File: config.mk
export PLATFORM = sky130hd
export DESIGN_NAME = job_dispatcher
export DESIGN_NICKNAME = d
export VERILOG_FILES = /design/src/rtl/jd_pkg.sv /design/src/rtl/jd_queue.sv /design/src/rtl/job_dispatcher.sv
export SDC_FILE = /design/constraint.sdc
export NUM_CORES = 1
export LEC_CHECK = 0
export ABC_AREA = 1
export CORE_MARGIN = 10
export CORE_UTILIZATION = 40
export DETAILED_ROUTE_END_ITERATION = 16
export DONT_BUFFER_PORTS = 1
export SLEW_MARGIN = 30
export SYNTH_ARGS = -nofsm -noshare
export SYNTH_HDL_FRONTEND = slang
export SYNTH_SLANG_ARGS = --single-unit
File: constraint.sdc
create_clock -name clk_i -period 5.65 [get_ports clk_i]
set_clock_uncertainty 0.05 [all_clocks]
set_input_delay 0.2825 -clock clk_i [delete_from_list [all_inputs] [get_ports clk_i]]
set_output_delay 0.2825 -clock clk_i [all_outputs]
set_load 0.05 [all_outputs]
File: src/rtl/jd_pkg.sv
package jd_pkg;

  localparam int unsigned ID_W = 16;
  localparam int unsigned TYPE_W = 16;
  localparam int unsigned QUEUE_DEPTH_DEF = 16;
  localparam int unsigned WORKERS_DEF = 4;

  localparam logic [TYPE_W-1:0] HIGH_TYPE_BITS = 16'hFF00;
  localparam logic [TYPE_W-1:0] NO_PRIORITY = 16'h0000;

  localparam logic [2:0] CMD_ADD = 3'd0;
  localparam logic [2:0] CMD_DONE = 3'd1;
  localparam logic [2:0] CMD_DISPATCH = 3'd2;
  localparam logic [2:0] CMD_TYPE_Q = 3'd3;
  localparam logic [2:0] CMD_ID_Q = 3'd4;

  localparam logic [2:0] ST_OK = 3'd0;
  localparam logic [2:0] ST_DISABLED = 3'd1;
  localparam logic [2:0] ST_FULL = 3'd2;
  localparam logic [2:0] ST_NONE = 3'd3;
  localparam logic [2:0] ST_IGNORED = 3'd4;

  localparam logic [2:0] REG_ACCEPT_ENABLE = 3'd0;

  typedef struct packed {
    logic [ID_W-1:0]   id;
    logic [TYPE_W-1:0] jtype;
  } entry_t;

endpackage

File: src/rtl/jd_queue.sv
module jd_queue #(
  parameter int unsigned QUEUE_DEPTH = jd_pkg::QUEUE_DEPTH_DEF,
  parameter int unsigned AW = $clog2(QUEUE_DEPTH)
) (
  input  logic            clk_i,
  input  logic            we_i,
  input  logic [AW-1:0]   waddr_i,
  input  jd_pkg::entry_t  wdata_i,
  input  logic [AW-1:0]   raddr_i,
  output jd_pkg::entry_t  rdata_o
);
  import jd_pkg::*;

  entry_t mem [QUEUE_DEPTH];
  entry_t rdata_q;

  always_ff @(posedge clk_i) begin
    if (we_i) begin
      mem[waddr_i] <= wdata_i;
    end
    rdata_q <= mem[raddr_i];
  end

  assign rdata_o = rdata_q;

endmodule

File: src/rtl/job_dispatcher.sv
// Add, worker done and unknown commands: result in the cycle after start, busy stays low.
// Queries: scan the queued entries and stop early on a match; busy slots are checked too.
// Dispatch: per idle slot, scan for a match if a priority mask is set, fetch the pick,
// then shift the entries above it down; the registered queue read sets these steps.
// Results are strobes that the receiver cannot stall. Reset empties the queue,
// idles all slots, clears the priority mask and sets accept_enable.
module job_dispatcher #(
  parameter int unsigned QUEUE_DEPTH = jd_pkg::QUEUE_DEPTH_DEF,
  parameter int unsigned WORKERS = jd_pkg::WORKERS_DEF
) (
  input  logic                      clk_i,
  input  logic                      rst_ni,
  input  logic                      start,
  output logic                      busy,
  input  logic [2:0]                cmd_i,
  input  logic [jd_pkg::TYPE_W-1:0] type_bits_i,
  input  logic [jd_pkg::ID_W-1:0]   query_id_i,
  input  logic [1:0]                worker_sel_i,
  output logic                      res_valid_o,
  output logic [2:0]                status_o,
  output logic [jd_pkg::ID_W-1:0]   out_id_o,
  output logic [jd_pkg::TYPE_W-1:0] out_type_o,
  output logic [1:0]                out_worker_o,
  output logic                      found_o,
  output logic                      last_o,
  input  logic                      psel,
  input  logic                      penable,
  input  logic                      pwrite,
  input  logic [2:0]                paddr,
  input  logic [31:0]               pwdata,
  output logic [31:0]               prdata,
  output logic                      pready
);
  import jd_pkg::*;

  localparam int unsigned AW = $clog2(QUEUE_DEPTH);
  localparam int unsigned CW = AW + 1;
  localparam int unsigned WW = (WORKERS > 1) ? $clog2(WORKERS) : 1;

  typedef enum logic [8:0] {
    S_IDLE    = 9'b000000001,
    S_WORKER  = 9'b000000010,
    S_SCAN_A  = 9'b000000100,
    S_SCAN_D  = 9'b000001000,
    S_QDONE   = 9'b000010000,
    S_FETCH_A = 9'b000100000,
    S_FETCH_D = 9'b001000000,
    S_SHIFT_A = 9'b010000000,
    S_SHIFT_D = 9'b100000000
  } state_e;

  state_e state_q, state_d;
  logic accept_q, accept_d;
  logic [CW-1:0] count_q, count_d;
  logic [AW-1:0] idx_q, idx_d;
  logic [AW-1:0] pick_q, pick_d;
  logic [WW:0] wc_q, wc_d;
  logic n_q, n_d;
  logic hit_q, hit_d;
  logic [2:0] cmd_q, cmd_d;
  logic [TYPE_W-1:0] tb_q, tb_d;
  logic [ID_W-1:0] qid_q, qid_d;
  logic [ID_W-1:0] next_q, next_d;
  logic [TYPE_W-1:0] mask_q, mask_d;
  logic [WORKERS-1:0] wbusy_q, wbusy_d;
  logic [ID_W-1:0] wid_q [WORKERS];
  logic [ID_W-1:0] wid_d [WORKERS];
  logic [TYPE_W-1:0] wtype_q [WORKERS];
  logic [TYPE_W-1:0] wtype_d [WORKERS];

  logic res_valid_d, found_d, last_d;
  logic [2:0] status_d;
  logic [ID_W-1:0] out_id_d;
  logic [TYPE_W-1:0] out_type_d;
  logic [1:0] out_worker_d;

  logic we;
  logic [AW-1:0] waddr, raddr;
  entry_t wdata, rdata;

  logic [ID_W-1:0] nid;
  logic [WW-1:0] wsel, wcur;
  logic scan_m, scan_end, worker_hit, idle_above, more_shift;

  jd_queue #(.QUEUE_DEPTH(QUEUE_DEPTH), .AW(AW)) u_queue (
    .clk_i   (clk_i),
    .we_i    (we),
    .waddr_i (waddr),
    .wdata_i (wdata),
    .raddr_i (raddr),
    .rdata_o (rdata)
  );

  assign busy = (state_q != S_IDLE);
  assign pready = 1'b1;
  assign prdata = {31'b0, accept_q};

  assign nid = ((next_q + 1'b1) == '0) ? ID_W'(1) : (next_q + 1'b1);
  assign wsel = WW'(worker_sel_i);
  assign wcur = wc_q[WW-1:0];

  always_comb begin
    case (cmd_q)
      CMD_DISPATCH: scan_m = |(rdata.jtype & mask_q);
      CMD_TYPE_Q:   scan_m = |(rdata.jtype & tb_q);
      default:      scan_m = (rdata.id == qid_q);
    endcase
  end

  assign scan_end = (({1'b0, idx_q} + 1'b1) >= count_q);
  assign more_shift = (({1'b0, idx_q} + 1'b1) < count_q);

  always_comb begin
    worker_hit = 1'b0;
    idle_above = 1'b0;
    for (int k = 0; k < WORKERS; k++) begin
      if (wbusy_q[k]) begin
        if (cmd_q == CMD_TYPE_Q && |(wtype_q[k] & tb_q)) begin
          worker_hit = 1'b1;
        end
        if (cmd_q == CMD_ID_Q && wid_q[k] == qid_q) begin
          worker_hit = 1'b1;
        end
      end else if ((WW+1)'(k) > wc_q) begin
        idle_above = 1'b1;
      end
    end
  end

  always_comb begin
    state_d = state_q;
    accept_d = accept_q;
    count_d = count_q;
    idx_d = idx_q;
    pick_d = pick_q;
    wc_d = wc_q;
    n_d = n_q;
    hit_d = hit_q;
    cmd_d = cmd_q;
    tb_d = tb_q;
    qid_d = qid_q;
    next_d = next_q;
    mask_d = mask_q;
    wbusy_d = wbusy_q;
    wid_d = wid_q;
    wtype_d = wtype_q;
    res_valid_d = 1'b0;
    status_d = status_o;
    out_id_d = out_id_o;
    out_type_d = out_type_o;
    out_worker_d = out_worker_o;
    found_d = found_o;
    last_d = last_o;
    we = 1'b0;
    waddr = count_q[AW-1:0];
    wdata = '{id: nid, jtype: type_bits_i};
    raddr = idx_q;

    if (psel && penable && pwrite && paddr == REG_ACCEPT_ENABLE) begin
      accept_d = pwdata[0];
    end

    case (state_q)
      S_IDLE: begin
        if (start) begin
          cmd_d = cmd_i;
          tb_d = type_bits_i;
          qid_d = query_id_i;
          res_valid_d = 1'b1;
          status_d = ST_OK;
          out_id_d = '0;
          out_type_d = '0;
          out_worker_d = '0;
          found_d = 1'b0;
          last_d = 1'b1;
          case (cmd_i)
            CMD_ADD: begin
              next_d = nid;
              out_id_d = nid;
              if (!accept_q) begin
                status_d = ST_DISABLED;
              end else if (count_q >= CW'(QUEUE_DEPTH)) begin
                status_d = ST_FULL;
              end else begin
                we = 1'b1;
                count_d = count_q + 1'b1;
              end
            end
            CMD_DONE: begin
              if (32'(worker_sel_i) < WORKERS) begin
                wbusy_d[wsel] = 1'b0;
                wid_d[wsel] = '0;
                wtype_d[wsel] = '0;
              end
            end
            CMD_DISPATCH: begin
              res_valid_d = 1'b0;
              wc_d = '0;
              n_d = 1'b0;
              state_d = S_WORKER;
            end
            CMD_TYPE_Q, CMD_ID_Q: begin
              if ((cmd_i == CMD_TYPE_Q && (type_bits_i & HIGH_TYPE_BITS) == '0
                   && type_bits_i == '0) || (cmd_i == CMD_ID_Q && query_id_i == '0)) begin
                status_d = ST_IGNORED;
              end else begin
                res_valid_d = 1'b0;
                hit_d = 1'b0;
                idx_d = '0;
                state_d = (count_q == '0) ? S_QDONE : S_SCAN_A;
              end
            end
            default: status_d = ST_IGNORED;
          endcase
        end
      end
      S_WORKER: begin
        if (wc_q == (WW+1)'(WORKERS) || count_q == '0) begin
          if (!n_q) begin
            res_valid_d = 1'b1;
            status_d = ST_NONE;
            out_id_d = '0;
            out_type_d = '0;
            out_worker_d = '0;
            found_d = 1'b0;
            last_d = 1'b1;
          end
          state_d = S_IDLE;
        end else if (wbusy_q[wcur]) begin
          wc_d = wc_q + 1'b1;
        end else if (mask_q != NO_PRIORITY) begin
          idx_d = '0;
          state_d = S_SCAN_A;
        end else begin
          pick_d = '0;
          state_d = S_FETCH_A;
        end
      end
      S_SCAN_A: begin
        state_d = S_SCAN_D;
      end
      S_SCAN_D: begin
        if (cmd_q == CMD_DISPATCH) begin
          if (scan_m || scan_end) begin
            pick_d = scan_m ? idx_q : '0;
            state_d = S_FETCH_A;
          end else begin
            idx_d = idx_q + 1'b1;
            state_d = S_SCAN_A;
          end
        end else if (scan_m || scan_end) begin
          hit_d = scan_m;
          state_d = S_QDONE;
        end else begin
          idx_d = idx_q + 1'b1;
          state_d = S_SCAN_A;
        end
      end
      S_QDONE: begin
        res_valid_d = 1'b1;
        status_d = ST_OK;
        out_id_d = '0;
        out_type_d = '0;
        out_worker_d = '0;
        found_d = hit_q || worker_hit;
        last_d = 1'b1;
        if (cmd_q == CMD_TYPE_Q) begin
          mask_d = (hit_q || worker_hit) ? tb_q : NO_PRIORITY;
        end
        state_d = S_IDLE;
      end
      S_FETCH_A: begin
        raddr = pick_q;
        state_d = S_FETCH_D;
      end
      S_FETCH_D: begin
        res_valid_d = 1'b1;
        status_d = ST_OK;
        out_id_d = rdata.id;
        out_type_d = rdata.jtype;
        out_worker_d = 2'(wcur);
        found_d = 1'b0;
        last_d = (count_q == CW'(1)) || !idle_above;
        wbusy_d[wcur] = 1'b1;
        wid_d[wcur] = rdata.id;
        wtype_d[wcur] = rdata.jtype;
        n_d = 1'b1;
        idx_d = pick_q;
        state_d = S_SHIFT_A;
      end
      S_SHIFT_A: begin
        raddr = AW'({1'b0, idx_q} + 1'b1);
        if (more_shift) begin
          state_d = S_SHIFT_D;
        end else begin
          count_d = count_q - 1'b1;
          wc_d = wc_q + 1'b1;
          state_d = S_WORKER;
        end
      end
      S_SHIFT_D: begin
        we = 1'b1;
        waddr = idx_q;
        wdata = rdata;
        idx_d = idx_q + 1'b1;
        state_d = S_SHIFT_A;
      end
      default: state_d = S_IDLE;
    endcase
  end

  always_ff @(posedge clk_i or negedge rst_ni) begin
    if (!rst_ni) begin
      state_q <= S_IDLE;
      accept_q <= 1'b1;
      count_q <= '0;
      next_q <= '0;
      mask_q <= NO_PRIORITY;
      wbusy_q <= '0;
      res_valid_o <= 1'b0;
      for (int k = 0; k < WORKERS; k++) begin
        wid_q[k] <= '0;
        wtype_q[k] <= '0;
      end
    end else begin
      state_q <= state_d;
      accept_q <= accept_d;
      count_q <= count_d;
      next_q <= next_d;
      mask_q <= mask_d;
      wbusy_q <= wbusy_d;
      res_valid_o <= res_valid_d;
      wid_q <= wid_d;
      wtype_q <= wtype_d;
    end
  end

  always_ff @(posedge clk_i) begin
    idx_q <= idx_d;
    pick_q <= pick_d;
    wc_q <= wc_d;
    n_q <= n_d;
    hit_q <= hit_d;
    cmd_q <= cmd_d;
    tb_q <= tb_d;
    qid_q <= qid_d;
    status_o <= status_d;
    out_id_o <= out_id_d;
    out_type_o <= out_type_d;
    out_worker_o <= out_worker_d;
    found_o <= found_d;
    last_o <= last_d;
  end

`ifndef SYNTHESIS
  a_count_bound: assert property (@(posedge clk_i) disable iff (!rst_ni)
    count_q <= CW'(QUEUE_DEPTH))
    else $error("queue count beyond depth");

  a_more_busy: assert property (@(posedge clk_i) disable iff (!rst_ni)
    (res_valid_o && !last_o) |-> busy)
    else $error("non-final beat while idle");

  a_none_last: assert property (@(posedge clk_i) disable iff (!rst_ni)
    (res_valid_o && status_o == ST_NONE) |-> last_o)
    else $error("empty pass beat not final");
`endif

endmodule

* Yosys cells after proc, flatten, opt, wreduce, memory -nomap -nowiden *
Memories as Yosys holds them, arrays and structs flattened. A register that Yosys moved wholly into a read port is not among the register bits.
Cells that the tools add are included.

word-level totals
  bits in writable memories = 512
  word-level logic and storage cells = 310
  flip-flop bits (word level) = 267
  input bits = 78
  memories = 1

memories
  memory       depth  bits a word  read ports  clocked after memory_dff  wr ports  line            RTL
  u_queue.mem  16     32           1           1                         1         jd_queue.sv:14  entry_t mem [QUEUE_DEPTH];

operators by class
  reduce and logical (&&, ||, !) cells = 63
  $lt $le $gt $ge = 15
  muxes and demuxes = 135
  equal/unequal tests = 47
  add/sub/neg operators = 6
  bitwise gates (word level) = 14

operators by type and width
  operator                                      count
  two-way mux 64 bit                            4
  one-hot mux 64 bit (2 select lines)           2
  two-way mux 16 bit                            9
  AND 64 bit                                    2
  bitwise mux 64 bit                            2
  one-hot mux 16 bit (4 select lines)           2
  AND 16 bit                                    6
  OR reduction 16 bit                           6
  equality test 16 bit                          5
  demux 16 bit (select 2 bit)                   2
  logical NOT 16 bit                            4
  two-way mux 4 bit                             16
  NOT 64 bit                                    1
  one-hot mux 9 bit (7 select lines)            1
  two-way mux 9 bit                             6
  two-way mux 1 bit                             46
  two-way mux 5 bit                             7
  two-way mux 32 bit                            1
  inequality test 2 bit, second input constant  16
  two-way mux 3 bit                             9
  one-hot mux 3 bit (3 select lines)            3
  one-hot mux 4 bit (2 select lines)            3
  AND reduction 6 bit                           4
  one-hot mux 4 bit (5 select lines)            1
  61 further kinds                              122

* Logic depth before layout (Yosys ltp) *
Gate-level depths: netlist (run 1).

  depth in word-level cells = 17
  mapped depth = 16

* By module *
A second synthesis (run 1) with hierarchy kept.

unflattened totals
  cells, all modules = 3878
  area, all modules = 36844.1 um^2

by module, submodules not included
  module          cells an instance  times used  sequential area each (um^2)  area each (um^2)
  jd_queue        2120               1           16015.4                      22744.3
  job_dispatcher  1758               1           7119.3                       14099.8

* Worst setup path after synthesis (run 1) *
Ideal clock, no wire load.

  path kind = register to register
  start = register state_q[0]
  end = memory u_queue.mem[12][0] in the netlist's numbering, enable pin
  path buffers = 0
  clock period less this slack = 3.635 ns
  cell stages (with the launch flop) = 15
  path slack = 2.015 ns
  arrival = 3.164 ns
  path through = dfstp_2 -> inv_1 -> nor2_1 -> nand2_1 -> inv_1 -> nand2_2 -> inv_2 -> nand2_4 -> nor2_4 -> nand3_1 -> nand2_1 -> inv_1 -> nor2_1 -> nand2_1 -> nor2_1

on the way
  cells in the longest elaborated chain, start to end = 4

ends and longest elaborated chain
  item                                                                 line                   RTL
  from (decl)                                                          job_dispatcher.sv:52   state_e state_q, state_d;
  from (signal assigned)                                               job_dispatcher.sv:326  state_q <= state_d;
  equality test 9 bit or equality test 9 x 1 -> 1 bit (tied branches)  job_dispatcher.sv:163  case (state_q)
  one-hot mux 1 bit (2 select lines)                                   job_dispatcher.sv:163
  two-way mux 1 bit                                                    jd_queue.sv:18         if (we_i) begin
  two-way mux 1 bit (implied by the code)                              jd_queue.sv:19         mem[waddr_i] <= wdata_i;
  to (decl)                                                            jd_queue.sv:14

Several ways; a longest one is shown, not always the timed one.

* Final worst setup path (run 1) *
  start = register state_q[0]
  end = register u_queue.rdata_o[3] (netlist name)

on the way
  cells in the longest elaborated chain, start to end = 2

ends and longest elaborated chain
  item                                                                          line
  equality test 9 x 8 -> 1 bit or equality test 9 x 6 -> 1 bit (tied branches)  job_dispatcher.sv:163
  one-hot mux 4 bit (2 select lines) (*)                                        job_dispatcher.sv:163

Mark *: on every way between the ends. The rest lies on a longest branch, timed or not.
A chain may end at the register's enable or synchronous reset.

==> results of run 1 <==
worst paths after layout:
kind                                         from  slack (ns)                           end  cells past startpoint
max                        state_q[0]$_DFFE_PN1P_        1.40    u_queue.rdata_o[3]$_DFF_P_                     12
min in group asynchronous                  rst_ni        0.12        wtype_q[5]$_DFFE_PN0P_                      2
max in group asynchronous                  rst_ni        4.49        count_q[0]$_DFFE_PN0P_                      3
min                                type_bits_i[0]        0.04  u_queue.mem[12][0]$_DFFE_PP_                      3
min reg2reg                wtype_q[7]$_DFFE_PN0P_        0.42        wtype_q[7]$_DFFE_PN0P_                      2
max reg2reg                state_q[0]$_DFFE_PN1P_        1.40    u_queue.rdata_o[3]$_DFF_P_                     12
power breakdown:
part	switching [mW]	internal, mW
clock network	2.49	3.43
logic	3.94	1.52
registers	1.05	7.19
total	7.48	12.1
metrics by stage:
step	utilization	area [sq um]	hold WS, ns
finish	0.4567	42050	0.04328
global route	0.4566	42050	0.04468
CTS	0.4560	41990	0.007337
detailed placement	0.4183	38520	-0.05531
global placement	0.4180	38490	-0.05617
floorplan	-	37370	-0.06309
tightest hold or removal path: stages:
cell	delay, ns
nand2_1	0.03
o21ai_0	0.06
buf_4	0.22
sequential cells by signal (all words and copies together), names as in the netlist, 2 cells and up:
| register | count |
|---|---|
| cmd_q | 3 |
| count_q | 5 |
| idx_q | 4 |
| mask_q | 16 |
| next_q | 16 |
| out_id_o | 16 |
| out_type_o | 16 |
| out_worker_o | 2 |
| pick_q | 4 |
| qid_q | 16 |
| state_q | 9 |
| status_o | 3 |
| tb_q | 16 |
| u_queue.mem | 512 |
| u_queue.rdata_o | 32 |
| wbusy_q | 4 |
| wc_q | 3 |
| wid_q | 64 |
| wtype_q | 64 |
layout by cell type (no fill, tap or decap), types with 4 or more instances in the layout:
cell type	netlist	final
inv_16	0	5
inv_2	8	7
clkbuf_1	51	25
xor2_1	40	40
nor2_2	5	4
dfxtp_1	32	32
clkbuf_16	0	90
nand3b_1	100	100
clkinv_2	0	15
inv_1	522	521
conb_1	2	32
nor3_1	19	19
o21ai_2	4	11
bufinv_16	0	9
dfrtp_1	178	178
a21oi_1	29	28
buf_4	47	61
xnor2_1	19	19
edfxtp_1	599	599
ha_1	14	14
dlygate4sd3_1	0	44
nand2_1	1126	1124
nand4_1	29	29
clkinv_1	2	13
nor2_1	210	194
o21ai_1	2	6
o21ai_0	95	83
nand3_1	622	621
o22ai_1	16	16
clkinvlp_4	0	6
o211ai_1	7	7
nand2_2	3	4
nor2_4	5	22
or2_2	7	7
repair_timing:
item                                   CTS  global route
hold buffers                            45             0
endpoints found under the hold margin  257             0
setup buffers                            0             0
gates resized for setup                  0             0
final cells by class:
cell class,instances,area (sq um)
fill,8596,50030
sequential,811,23130
multi-input combinational,2399,11300
clock buffer,117,2374
inverter,532,2007
tap,1243,1555
timing repair buffer,112,1052
clock inverter,52,624.3
antenna,1,2.502
cell families after synthesis:
group           after synthesis  share of synthesized area
simple gates               2132                     0.2519
flops                       811                     0.6210
buf+inv                     750                    0.08440
compound gates              162                    0.02398
xor+xnor                     59                    0.01387
fa+ha+maj                    14                   0.004702
other cells                   2                  0.0002016
metal layers:
metal / vias up / wire length (microns)
li1: 12780 / -
met1: 12970 / 45400
met2: 921 / 48380
met3: 188 / 7164
met4: 0 / 2823
met5: - / 0
==> flow_metrics.py, run 1 <==
metrics = {
    "synthesis": {
        "avgSynthCellArea_sq_um": 9.480,
        "synthArstFlopShare": 0.2219,
        "yosysUniqueCellTypes": 42,
        "synth-edff-count": 599,
        "synth_top_area_cell": "edfxtp_1",
        "synth.top_cells.by_count": "1126 x nand2_1, 622 x nand3_1, 599 x edfxtp_1",
        "netlist.area_leader.share": 0.4828,
        "syn_area_sq_um": 37260,
        "ys_seq_area_frac": 0.6210,
        "ys_ff_latch": 811,
        "ys.flop_type": "edfxtp_1",
        "synth.area.top_cells": "edfxtp_1 48%, dfrtp_1 12%, nand2_1 11%, nand3_1 8.4%, inv_1 5.3%",
        "synthCells": 3930,
        "synth_most_common_cell": "nand2_1",
        "yosysWarnings": 0,
    },
    "grt": {
        "grt_max_degree": 181,
        "grt_pass1_wl_microns": 157100,
        "antenna_found_initial": 2,
        "globalRouteTotalUtil": 0.1902,
        "use_met1": 0.2632,
        "first_global_vias": 25260,
        "gr-total-overflow": 0,
        "grt.busiest_layer": "met2",
        "grtUsageMet3": 0.02975,
        "use_met2": 0.3053,
    },
    "place": {
        "pre_cts_slack_ns": 1.426,
        "hpwl_microns": 60590,
        "dp_cells": 5050,
        "io_buffers": 0,
        "place.gp.congestion": 0.8700,
    },
    "worst_setup_path": {
        "cp-start-kind": "flop",
        "crit_top_cell": "nand2_1",
        "required_ns": 6.14,
        "crit_fanout": 67,
        "endpoint_kind": "flop",
        "cpPeakStageDelay_ns": 0.87,
        "worst_path_max_delay_cell": "nand2_4",
        "cp_top_family": "simple AND/OR/NAND/NOR gates",
        "path_buf_inv": 1,
        "path_cells": "nor2_1 > nand2_1 > nor2_2 > nand2_1 > nand3_4 > nand2_4 > buf_4 > nand2_1 > nand3_1 > nand3_1 > nand3_1 > nand2_1",
        "worstPathArrival_ns": 4.74,
        "crit_type": "flop to flop",
    },
    "min_path": {
        "hp-class": "primary input to flop",
    },
    "pwr": {
        "p_per_area_nw_per_um2": 466.5,
        "power_mw": 19.62,
        "peakVddDrop_mv": 0.3465,
        "leakage_nw": 18.46,
    },
    "route": {
        "firstDrtPassIters": 5,
        "drc": 0,
        "detail_route.wl_per_cell_microns": 19.70,
        "dr_total_vias": 26860,
        "drt_wl_total_microns": 103800,
        "detail_route.iter0.violations": 2596,
        "viasPerCell": 5.099,
        "ant_nets": 0,
    },
    "clock_network": {
        "clock_sinks": 811,
        "clk_pin_slew_worst_paths_ns": 0.06,
        "cts_tree": "done",
        "clock_latency_ns": 0.67,
        "h-tree-depth": 3,
        "numCtsBuffers": 90,
        "cts_root_buffer": "clkbuf_16",
        "clockBufferDepth": 3,
    },
    "die": {
        "die_area_sq_um": 105700,
        "num_io_pins": 152,
        "rows": 111,
        "die_x_microns": 325.2,
        "start_util": 0.4046,
        "core_area_sq_um": 92080,
        "fp.dieH_microns": 325.2,
    },
    "timing": {
        "setup_viol": 0,
        "setup-tns-final_ns": 0,
        "fmax_mhz": 235.1,
        "slew_viol_final": 0,
        "layout_min_cycle_time_ns": 4.253,
        "fin_ws_ns": 1.397,
        "relSlewSlack": 0.3420,
        "post-route-period-util": 0.7528,
        "tightest_slew_ns": 0.9847,
        "hold_viol": 0,
        "rsz0062_at_grt": "false",
    },
    "layout": {
        "drive_gt1_frac": 0.06761,
        "synthToLayoutAreaGrowth_pct": 12.87,
        "final_cells": 5267,
        "finalNetCount": 4038,
    },
    "job": {
        "cap_viol_max_count": 0,
    },
    "outcome": {
        "outcome": "finished clean",
    },
}
Note: power is estimated with default switching activity, not from simulation.
==> run 2: changes to the inputs <==
clock period = 3.55 ns   (was 5.65 ns; I/O delays follow)
==> run 2 against run 1 <==
Effect of this change:
- the run now ends with hold timing left
- total power up 61%
- critical path depth shrank 2
- global-route usage up 0.18 points
- worst setup slack got worse by 0.93 ns
- cell area grew 1.0%
- non-clock buffer count is 41 higher
- via count up 0.61%
- clock power is 56% higher
- combinational power up 67%
- flip-flop and latch count is the same
- core utilization up 0.47 points
==> flow_metrics.py, run 2 (same netlist as run 1, synthesis figures left out) <==
metrics = {
    "outcome": {
        "outcome": "complete, but fails checks",
        "violations": "hold timing",
    },
    "layout": {
        "layout_common_cells": "1124 x nand2_1, 621 x nand3_1, 599 x edfxtp_1, 521 x inv_1, 194 x nor2_1",
        "nFillCells": 8567,
        "layout_commonest_cell": "nand2_1",
        "final_cells": 5303,
        "largest-register": "u_queue.mem",
        "top_regs": "u_queue.mem (512), wid_q (64), wtype_q (64)",
        "drive_gt1_frac": 0.07292,
        "synthToLayoutAreaGrowth_pct": 14.02,
        "finalNetCount": 4076,
        "largest_reg_flops": 512,
        "fin_area_sq_um": 42480,
    },
    "pwr": {
        "p_per_area_nw_per_um2": 741.3,
        "leakage_nw": 18.69,
        "p_sw_mw": 11.83,
        "pwr-share-clk": 0.293,
        "seq_power_share": 0.418,
        "peakVddDrop_mv": 0.5388,
        "p_sw_frac": 0.3756,
        "comb_power_share": 0.289,
        "internal-power_mw": 19.66,
    },
    "grt": {
        "first_global_vias": 25860,
        "grt_max_degree": 181,
        "antenna_found_initial": 0,
        "gr-total-overflow": 0,
        "grt_pass1_wl_microns": 158900,
        "globalRouteTotalUtil": 0.1921,
    },
    "route": {
        "ant_nets": 0,
        "dr_total_vias": 27020,
        "firstDrtPassIters": 6,
        "drc": 0,
        "detail_route.iter0.violations": 2633,
        "viasPerCell": 5.096,
        "detail_route.wl_per_cell_microns": 19.66,
        "drt_wl_total_microns": 104300,
    },
    "worst_setup_path": {
        "worstPathArrival_ns": 3.31,
        "reg2reg_depth": 10,
        "cpPeakStageDelay_ns": 0.39,
        "required_ns": 3.78,
        "cp-start-kind": "flop",
        "path_cells": "nor2_1 > nand2_1 > inv_1 > nand3_2 > inv_1 > nor2_1 > a21oi_1 > nand2_1 > nor2_4 > buf_4",
        "crit_type": "flop to flop",
        "crit_fanout": 21,
        "endpoint_kind": "flop",
        "rrSetupSlack_ns": 0.47,
        "worst_path_max_delay_cell": "dfrtp_1",
        "r2r_start": "state_q[1]$_DFFE_PN0P_",
        "r2r_end": "u_queue.mem[6][9]$_DFFE_PP_",
    },
    "min_path": {
        "hp-class": "primary input to asynchronous set/reset pin",
    },
    "timing": {
        "layout_min_cycle_time_ns": 3.082,
        "setup_viol": 0,
        "slew_viol_final": 0,
        "fmax_mhz": 324.5,
        "relSlewSlack": 0.4712,
        "hold_viol": 180,
        "whs_ns": -0.8163,
        "rsz0062_at_grt": "false",
        "post-route-period-util": 0.8681,
        "tightest_slew_ns": 0.7931,
    },
    "place": {
        "place_area_sq_um": 39150,
        "hpwl_microns": 64730,
        "place.gp.congestion": 0.8986,
        "io_buffers": 0,
        "dp_cells": 5095,
    },
    "clock_network": {
        "h-tree-depth": 3,
        "post_cts_buffers": 0,
        "cts_hold_buf": 43,
        "postCtsResizedCells": 0,
        "clock_latency_ns": 0.65,
        "cts_tree": "done",
        "clock_sinks": 811,
        "clk_pin_slew_worst_paths_ns": 0.06,
        "cts_root_buffer": "clkbuf_16",
        "numCtsBuffers": 87,
        "clockBufferDepth": 3,
    },
    "die": {
        "core_area_sq_um": 92080,
        "fp.dieH_microns": 325.2,
        "start_util": 0.4046,
        "die_area_sq_um": 105700,
        "rows": 111,
        "num_io_pins": 152,
        "die_x_microns": 325.2,
    },
    "job": {
        "cap_viol_max_count": 0,
    },
}
## run 2: cell types whose count changed in the layout (fill, tap and decap cells not counted), moves of 3 or more
cell / before / now
buf_12: 3 / 28
buf_4: 61 / 82
clkinv_1: 13 / 19
o21ai_1: 6 / 12
o21ai_2: 11 / 5
clkinv_2: 15 / 10
clkinv_8: 0 / 5
inv_16: 5 / 0
buf_16: 3 / 0
clkinvlp_4: 6 / 3
## run 2: power by group through the flow
stage               combinational (mW)  sequential, mW  clock (mW)
CTS                               9.09            13.1        9.37
floorplan                         6.20            12.8           0
finish                            9.11            13.2        9.22
global route                      10.0            13.2        9.75
detailed placement                9.00            13.3           0
global placement                  8.94            13.3           0
## run 2: through the flow
stage          setup TNS [ns]  hold slack, ns  total power [mW]  setup slack (ns)  utilization
6_report                    0         -0.8163             31.49            0.4681       0.4613
5_1_grt                     0         -0.8429             32.99            0.1660       0.4613
4_1_cts                     0         -0.8438             31.59            0.4702       0.4613
3_5_place_dp                0         -0.1613             22.32            0.4933       0.4252
3_3_place_gp                0         -0.1622             22.25            0.4597       0.4251
2_1_floorplan          -42.48         -0.1681             19.00          -0.08454            -
## run 2: how the worst max path moves through the flow
stage / start / to / slack (ns) / cells after the start
after floorplan: state_q[0]$_DFFE_PN1P_ / u_queue.mem[12][0]$_DFFE_PP_ / -0.08 / 14
after global placement: state_q[1]$_DFFE_PN0P_ / u_queue.mem[6][12]$_DFFE_PP_ / 0.46 / 12
after detailed placement: state_q[1]$_DFFE_PN0P_ / u_queue.mem[6][12]$_DFFE_PP_ / 0.49 / 12
after CTS: state_q[1]$_DFFE_PN0P_ / u_queue.mem[6][9]$_DFFE_PP_ / 0.47 / 12
after global routing: state_q[1]$_DFFE_PN0P_ / u_queue.mem[15][8]$_DFFE_PP_ / 0.17 / 12
final: state_q[1]$_DFFE_PN0P_ / u_queue.mem[6][9]$_DFFE_PP_ / 0.47 / 10
## run 2: final cells by class
cell class | count | area (sq um) | area share
sequential | 811 | 23130 | 0.5446
clock inverter | 47 | 556.8 | 0.01311
inverter | 532 | 2004 | 0.04719
timing repair buffer | 153 | 1607 | 0.03782
clock buffer | 117 | 2341 | 0.05511
tap | 1243 | 1555 | 0.03661
antenna | 1 | 2.502 | 0.00005891
multi-input combinational | 2399 | 11280 | 0.2655
## run 2: layer usage
layer | GRT usage | routed length (microns)
met3 | 0.03285 | 7367
met4 | 0.06520 | 3054
met1 | 0.2586 | 44720
met5 | 0 | 0
met2 | 0.3110 | 49120
## run 2: worst max-delay path, delay by kind of cell, from the launching register on
kind / cells / cell delay (ns)
buf+inv: 3 / 0.92
simple gates: 6 / 0.98
compound gates: 1 / 0.33
flops: 1 / 0.39
